### src/hw/rtl/srcc_pkg.sv
// shared types, constants and codes for the sorted region coverage check
// no dependencies
package srcc_pkg;

    localparam int MAX_REGIONS = 64;
    localparam int IDX_W       = $clog2(MAX_REGIONS);
    localparam int CNT_W       = $clog2(MAX_REGIONS + 1);
    localparam int ADDR_W      = 64;
    localparam int PAGES_W     = 52;
    localparam int PAGE_SHIFT  = 12;
    localparam int REM_W       = PAGES_W + 1;
    localparam int APB_ADDR_W  = 2;
    localparam int APB_DATA_W  = 32;

    localparam logic [1:0] CMD_CLEAR = 2'd0;
    localparam logic [1:0] CMD_LOAD  = 2'd1;
    localparam logic [1:0] CMD_QUERY = 2'd2;

    localparam logic [1:0] ST_OK        = 2'd0;
    localparam logic [1:0] ST_INVALID   = 2'd1;
    localparam logic [1:0] ST_NOT_FOUND = 2'd2;
    localparam logic [1:0] ST_FULL      = 2'd3;

    localparam int REG_CHECK_ENABLED = 0;

    typedef struct packed {
        logic [1:0]         command;
        logic [ADDR_W-1:0]  entry_start;
        logic [PAGES_W-1:0] entry_pages;
        logic [ADDR_W-1:0]  range_start;
        logic [ADDR_W-1:0]  range_length;
    } t_item;

    typedef struct packed {
        logic [1:0]        status;
        logic [ADDR_W-1:0] stop_address;
    } t_result;

    typedef struct packed {
        logic [ADDR_W-1:0]  base;
        logic [PAGES_W-1:0] pages;
    } t_region;

    typedef struct packed {
        logic       latch;
        logic       idx_from_count;
        logic       clear_count;
        logic       rd_en;
        logic       rd_prev;
        logic       wr_shift;
        logic       wr_new;
        logic       q_init;
        logic       q_last;
        logic       q_span;
        logic       q_take;
        logic       q_upd;
        logic       idx_inc;
        logic       finish;
        logic [1:0] fin_status;
        logic       fin_cursor;
    } t_dp_cmd;

    typedef struct packed {
        logic full;
        logic idx_zero;
        logic idx_at_count;
        logic base_gt;
        logic len_zero;
        logic rem_zero;
        logic below;
        logic covered;
    } t_dp_sts;

endpackage

### src/hw/rtl/srcc_ctrl.sv
// controller state machine sequencing clear, sorted insert and coverage walk
// depends on srcc_pkg, drives srcc_dp through command and status structs
module srcc_ctrl (
    input  logic               i_clk,
    input  logic               i_rst_n,
    input  logic               start,
    input  logic [1:0]         i_command,
    input  logic               i_check_enabled,
    input  srcc_pkg::t_dp_sts  i_sts,
    output srcc_pkg::t_dp_cmd  o_cmd,
    output logic               busy
);

    localparam logic [3:0] S_IDLE    = 4'd0;
    localparam logic [3:0] S_INS_CHK = 4'd1;
    localparam logic [3:0] S_INS_CMP = 4'd2;
    localparam logic [3:0] S_Q_INIT  = 4'd3;
    localparam logic [3:0] S_Q_CHK   = 4'd4;
    localparam logic [3:0] S_Q_LAST  = 4'd5;
    localparam logic [3:0] S_Q_SPAN  = 4'd6;
    localparam logic [3:0] S_Q_TAKE  = 4'd7;
    localparam logic [3:0] S_Q_UPD   = 4'd8;

    logic [3:0] r_state;
    logic [3:0] n_state;

    always_ff @(posedge i_clk) begin
        if (!i_rst_n) begin
            r_state <= S_IDLE;
        end else begin
            r_state <= n_state;
        end
    end

    always_comb begin
        n_state = r_state;
        o_cmd   = '0;
        unique case (r_state)
            S_IDLE: begin
                if (start) begin
                    o_cmd.latch          = 1'b1;
                    o_cmd.idx_from_count = i_command == srcc_pkg::CMD_LOAD;
                    unique case (i_command)
                        srcc_pkg::CMD_CLEAR: begin
                            o_cmd.clear_count = 1'b1;
                            o_cmd.finish      = 1'b1;
                            o_cmd.fin_status  = srcc_pkg::ST_OK;
                        end
                        srcc_pkg::CMD_LOAD: begin
                            if (i_sts.full) begin
                                o_cmd.finish     = 1'b1;
                                o_cmd.fin_status = srcc_pkg::ST_FULL;
                            end else begin
                                n_state = S_INS_CHK;
                            end
                        end
                        srcc_pkg::CMD_QUERY: begin
                            n_state = S_Q_INIT;
                        end
                        default: begin
                            o_cmd.finish     = 1'b1;
                            o_cmd.fin_status = srcc_pkg::ST_OK;
                        end
                    endcase
                end
            end
            S_INS_CHK: begin
                if (i_sts.idx_zero) begin
                    o_cmd.wr_new     = 1'b1;
                    o_cmd.finish     = 1'b1;
                    o_cmd.fin_status = srcc_pkg::ST_OK;
                    n_state          = S_IDLE;
                end else begin
                    o_cmd.rd_en   = 1'b1;
                    o_cmd.rd_prev = 1'b1;
                    n_state       = S_INS_CMP;
                end
            end
            S_INS_CMP: begin
                if (i_sts.base_gt) begin
                    o_cmd.wr_shift = 1'b1;
                    n_state        = S_INS_CHK;
                end else begin
                    o_cmd.wr_new     = 1'b1;
                    o_cmd.finish     = 1'b1;
                    o_cmd.fin_status = srcc_pkg::ST_OK;
                    n_state          = S_IDLE;
                end
            end
            S_Q_INIT: begin
                if (!i_check_enabled) begin
                    o_cmd.finish     = 1'b1;
                    o_cmd.fin_status = srcc_pkg::ST_OK;
                    o_cmd.fin_cursor = 1'b1;
                    n_state          = S_IDLE;
                end else if (i_sts.len_zero) begin
                    o_cmd.finish     = 1'b1;
                    o_cmd.fin_status = srcc_pkg::ST_INVALID;
                    o_cmd.fin_cursor = 1'b1;
                    n_state          = S_IDLE;
                end else begin
                    o_cmd.q_init = 1'b1;
                    n_state      = S_Q_CHK;
                end
            end
            S_Q_CHK: begin
                if (i_sts.idx_at_count || i_sts.rem_zero) begin
                    o_cmd.finish     = 1'b1;
                    o_cmd.fin_status = i_sts.rem_zero ? srcc_pkg::ST_OK
                                                      : srcc_pkg::ST_NOT_FOUND;
                    o_cmd.fin_cursor = 1'b1;
                    n_state          = S_IDLE;
                end else begin
                    o_cmd.rd_en = 1'b1;
                    n_state     = S_Q_LAST;
                end
            end
            S_Q_LAST: begin
                o_cmd.q_last = 1'b1;
                n_state      = S_Q_SPAN;
            end
            S_Q_SPAN: begin
                if (i_sts.below) begin
                    o_cmd.finish     = 1'b1;
                    o_cmd.fin_status = srcc_pkg::ST_NOT_FOUND;
                    o_cmd.fin_cursor = 1'b1;
                    n_state          = S_IDLE;
                end else begin
                    o_cmd.q_span = 1'b1;
                    n_state      = S_Q_TAKE;
                end
            end
            S_Q_TAKE: begin
                if (i_sts.covered) begin
                    o_cmd.q_take = 1'b1;
                    n_state      = S_Q_UPD;
                end else begin
                    o_cmd.idx_inc = 1'b1;
                    n_state       = S_Q_CHK;
                end
            end
            S_Q_UPD: begin
                o_cmd.q_upd = 1'b1;
                n_state     = S_Q_CHK;
            end
            default: begin
                n_state = S_IDLE;
            end
        endcase
    end

    assign busy = r_state != S_IDLE;

    a_finish_idle: assert property (@(posedge i_clk) disable iff (!i_rst_n)
        o_cmd.finish |=> r_state == S_IDLE)
        else $error("controller not idle after finishing a transaction");

    a_no_start_busy: assert property (@(posedge i_clk) disable iff (!i_rst_n)
        o_cmd.latch |-> r_state == S_IDLE)
        else $error("transaction latched while busy");

    a_one_write: assert property (@(posedge i_clk) disable iff (!i_rst_n)
        !(o_cmd.wr_new && o_cmd.wr_shift))
        else $error("two table writes in one cycle");

endmodule

### config.mk
export PLATFORM = sky130hd
export DESIGN_NAME = srcc_ctrl
export DESIGN_NICKNAME = d
export VERILOG_FILES = /design/src/hw/rtl/srcc_pkg.sv /design/src/hw/rtl/srcc_ctrl.sv
export SDC_FILE = /design/constraint.sdc
export NUM_CORES = 1
export LEC_CHECK = 0
export BUFFER_PORTS_ARGS = -buffer_cell sky130_fd_sc_hd__buf_4
export CORE_MARGIN = 5
export CORE_UTILIZATION = 25
export DETAILED_ROUTE_END_ITERATION = 8
export GPL_TIMING_DRIVEN = 0
export PLACE_DENSITY = 0.55
export SYNTH_ARGS = -nofsm -noshare
export SYNTH_HDL_FRONTEND = slang
export SYNTH_SLANG_ARGS = --single-unit
### constraint.sdc
create_clock -name i_clk -period 1.9 [get_ports i_clk]
set_clock_uncertainty 0.2 [all_clocks]
set_input_delay 0.19 -clock i_clk [delete_from_list [all_inputs] [get_ports i_clk]]
set_output_delay 0.19 -clock i_clk [all_outputs]
set_load 0.01 [all_outputs]
## Yosys cells after proc, flatten, opt, wreduce, memory -nomap -nowiden

Index checks and enable logic that the tools add are counted.

| operators by class | value |
|---|---|
| equality and inequality tests | 13 |
| multiplexer cells | 46 |
| reduce and logical (&&, ||, !) cells | 5 |

Operators by type and width:

| cell | number |
|---|---|
| $pmux 4 s9 | 1 |
| $mux 4 | 8 |
| $mux 3 | 9 |
| $mux 1 | 19 |
| $pmux 3 s6 | 1 |
| $eq 4x3->1 const B | 4 |
| $eq 4x2->1 const B | 2 |
| $pmux 4 s2 | 1 |
| $mux 2 | 3 |
| $pmux 3 s2 | 1 |
| $eq 4x1->1 const B | 1 |
| $eq 4x4->1 const B | 1 |
| $logic_not 4->1 | 1 |
| $pmux 1 s2 | 2 |
| $reduce_bool 4->1 | 1 |
| $ne 3x2->1 const B | 1 |
| $ne 3x3->1 const B | 1 |
| $pmux 1 s3 | 1 |
| $reduce_and 3->1 | 1 |
| $eq 2x1->1 const B | 1 |
| $eq 2x2->1 const B | 1 |
| $logic_not 2->1 | 1 |
| $ne 2x2->1 const B | 1 |
| $logic_or 1x1->1 | 1 |

| storage, ports and cells | value |
|---|---|
| input bits | 14 |
| output and inout port bits | 18 |
| logic and storage cells | 65 |
| bits in registers | 4 |

## Depth between registers and ports, before layout

| depth | value |
|---|---|
| word-level depth | 4 |
| gate-level depth with buffers | 6 |
| depth with buffers taken out | 6 |

## Least setup slack after synthesis

Ideal clock, no wire load.

| timing | value |
|---|---|
| path type | reg2out |
| start | reg r_state[1] |
| end | out o_cmd[3] (netlist name) |
| cell stages (with the launch flop) | 6 |
| buffers on the path | 1 |
| setup slack | 0.135 ns |
| data required time | 1.510 ns |
| arrival time | 1.375 ns |
| cell sequence | dfxtp_1 > buf_6 > inv_4 > or3_1 > a211oi_2 > nand4bb_1 |

RTL lines:

| what | line | text |
|---|---|---|
| start, declared | srcc_ctrl.sv:24 | `logic [3:0] r_state;` |
| start signal, assigned | srcc_ctrl.sv:31 | `r_state <= n_state;` |
| end, declared | srcc_ctrl.sv:10 | `output srcc_pkg::t_dp_cmd o_cmd,` |

==> metrics <==
status complete, but fails checks; failing checks setup timing; max reg flops 4; CTS HTree Levels 1; vias in the first global route 678; gr usage total 10.9%; Via density 4.79; Worst R2R End r_state[2]; startpoint type of the worst setup path flip-flop; CTS clk-pin slew, worst paths 0.03 ns; Comb power frac 45.2%; relative slew slack 72.3%; post-synthesis simple-gate area fraction about half; MaxCap Viol Count 0; count of cell types in the netlist 32; Congestion Overflow GR 0; Adder-Cell Fraction of Synth Area 8.95%; first-pass GRT wire length 2890 um; largest net degree at the start of global routing 11; RSZ-0062 raised after global routing yes; CTS buffer count 3; Int Power 244 uW; mux contribution to synthesized area 0%; fillers ~230; Final Hold Viols 0; CP Capture Type primary output; final instance area ~980 sq um; row cnt 17; Max Fclk 0.512 GHz; Cells after Synth 76; Die X-Extent 57.3 um; Syn. warnings 0; worst-path maximum fanout 6; largest register by flop count r_state; fin crit share 103%; Sequential Power Share 26.1%; Sw Pwr 108 uW; DRC Markers 0; sequential area share after synthesis 14.3%; required time of the critical path 1.51 ns; Synth Flop Type dfxtp_1; Routed Antenna Nets 0; critical path type reg2out; Largest regs r_state: 4 flops; Tmin final 1.95 ns; Via Count roughly 700; #FFs+latches synth 4; setup total negative slack -0.0603 ns; Final nets 137; hpwl dp 1380 um; RePlAce Congestion 0.749; Switching Fraction 30.8%; Clock Sinks 4; # IOs 32; Avg WL per Cell 12.2 um; Worst Reg-to-Reg Cells 6; crit path capture o_cmd[3]; initial core utilization 25.8%; flop-to-flop setup slack roughly 0.21 ns; largest family of logic cells by synthesized area simple AND/OR/NAND/NOR gates; Die Ht 57.3 um; area delta synth->final 76.1%; beginning of the worst register-to-register path r_state[1]; Async SR Flop Fraction 0%; Worst Path Arrival between 1.5 and 2 ns; Die ar. between 3000 and 4000 sq um; Synth Area in Compound Gates between 10% and 20%; Leak 0.000484 uW; Pins Over Slew Limit 0; Post-synth EDFFs 0; most common cell after layout, fill and taps aside buf_4; Mapped Avg Cell Area 7.36 sq um; fin worst setup slack -0.0515 ns; CTS tree built; syn nets 94; xor/xnor share of the synthesized area 0%; Port Buffers 31; # setup viols final 2; power density cells 358 nW/um^2; CP Launch Point r_state[1]; Clk network pwr share 28.8%; clock tree buffer depth 2; wirelength, routed 1760 um; most frequent cells in the layout 37 x buf_4, 6 x nand2_1, 6 x nand2b_1, 5 x nor2_1, 5 x inv_1; initial antenna violation count 0; Mapped Area 559 sq um; core area 2170 sq um; ratio of cells with drive above 1 in the final layout 53.0%; ANT cells 0; worst skew pair latency 0.23 ns; Placed Area 827 sq um; CTS Root Cell clkbuf_4; first-pass iteration count of the detailed router 4; worst slew pin tran 0.415 ns; violation count after the first detailed-route iteration 10; worst vdd ir 0.000542 V; hold crit path type in2reg
==> how the worst min path moves through the flow <==
stage / startpoint / end / slack (ns) / cells after the start
global placement: i_sts[1] / r_state[1] / 0.37 / 3
floorplan: i_rst_n / r_state[0] / 0.22 / 3
detailed placement: i_sts[1] / r_state[1] / 0.37 / 3
finish: i_sts[1] / r_state[1] / 0.12 / 3
global route: i_sts[1] / r_state[1] / 0.13 / 3
CTS: i_sts[1] / r_state[1] / 0.12 / 3
==> power groups by stage <==
stage	logic, uW	clock network [uW]	registers (uW)
2_1_floorplan	67.4	0	92.0
3_3_place_gp	131	0	92.4
3_5_place_dp	130	0	92.6
4_1_cts	154	105	90.9
5_1_grt	173	118	91.7
6_report	159	101	91.8
==> per-layer routing <==
metal  vias to the layer above  wire length, um  GRT usage (%)
met5                         -                0              0
met4                         0                5           1.99
met3                         2               75           3.39
met2                        15              938           19.2
met1                       324              745           13.0
li1                        354                -              -
==> worst max-delay path, cell delays in order, from the launching register on <==
cell	delay, ns
dfxtp_2	0.32
buf_8	0.14
inv_4	0.03
or3_4	0.32
a211oi_2	0.24
nand4bb_1	0.15
buf_4	0.13
==> repair_timing <==
item                                    CTS  global route
hold buffers                              0             0
endpoints found under the setup margin    5             6
gates cloned                              0             0
gates resized for setup                  13             7
buffers inserted                          7             0
pin swaps                                 6             2
==> synthesized netlist by cell type (2+ instances only) <==
library cell	number	area (sq um)
dfxtp_1	4	80.1
nand2b_1	7	43.8
and3_1	4	25.0
ha_1	4	50.1
nand2_1	7	26.3
buf_2	3	15.0
o21a_1	2	15.0
inv_1	5	18.8
nor4b_2	2	30.0
o21ai_0	4	20.0
nand3b_1	2	15.0
and2_1	2	12.5
nand3_1	3	15.0
nor2_1	5	18.8
a21oi_1	2	10.0
nor3_1	4	20.0
==> through the flow <==
stage / hold slack, ns / utilization (%) / cells / power [uW] / setup slack [ns]
CTS: 0.119 / 44.2 / 145 / 350 / -0.0469
global route: 0.130 / 45.4 / 145 / 383 / -0.135
global placement: 0.368 / 38.1 / 135 / 223 / 0.0781
finish: 0.125 / 45.4 / 145 / 352 / -0.0515
detailed placement: 0.367 / 38.1 / 135 / 223 / 0.0652
floorplan: 0.223 / - / 76 / 159 / 0.135
==> cells by family after synthesis <==
logic type	after synthesis
AO/OA/AOI/OAI	15
adder cells (fa/ha/maj)	4
buffers and inverters	10
AND/OR/NAND/NOR	43
flip-flops	4
==> layout make-up <==
cell class                 instances  area (sq um)  area share, %
buffer                             4          38.8           3.94
clock buffer                       3          22.5           2.29
inverter                           6          25.0           2.54
multi-input combinational         62           474           48.2
sequential                         4          87.6           8.89
tap                               28          35.0           3.56
timing repair buffer              38           302           30.6
Note: power is estimated with default switching activity, not from simulation.
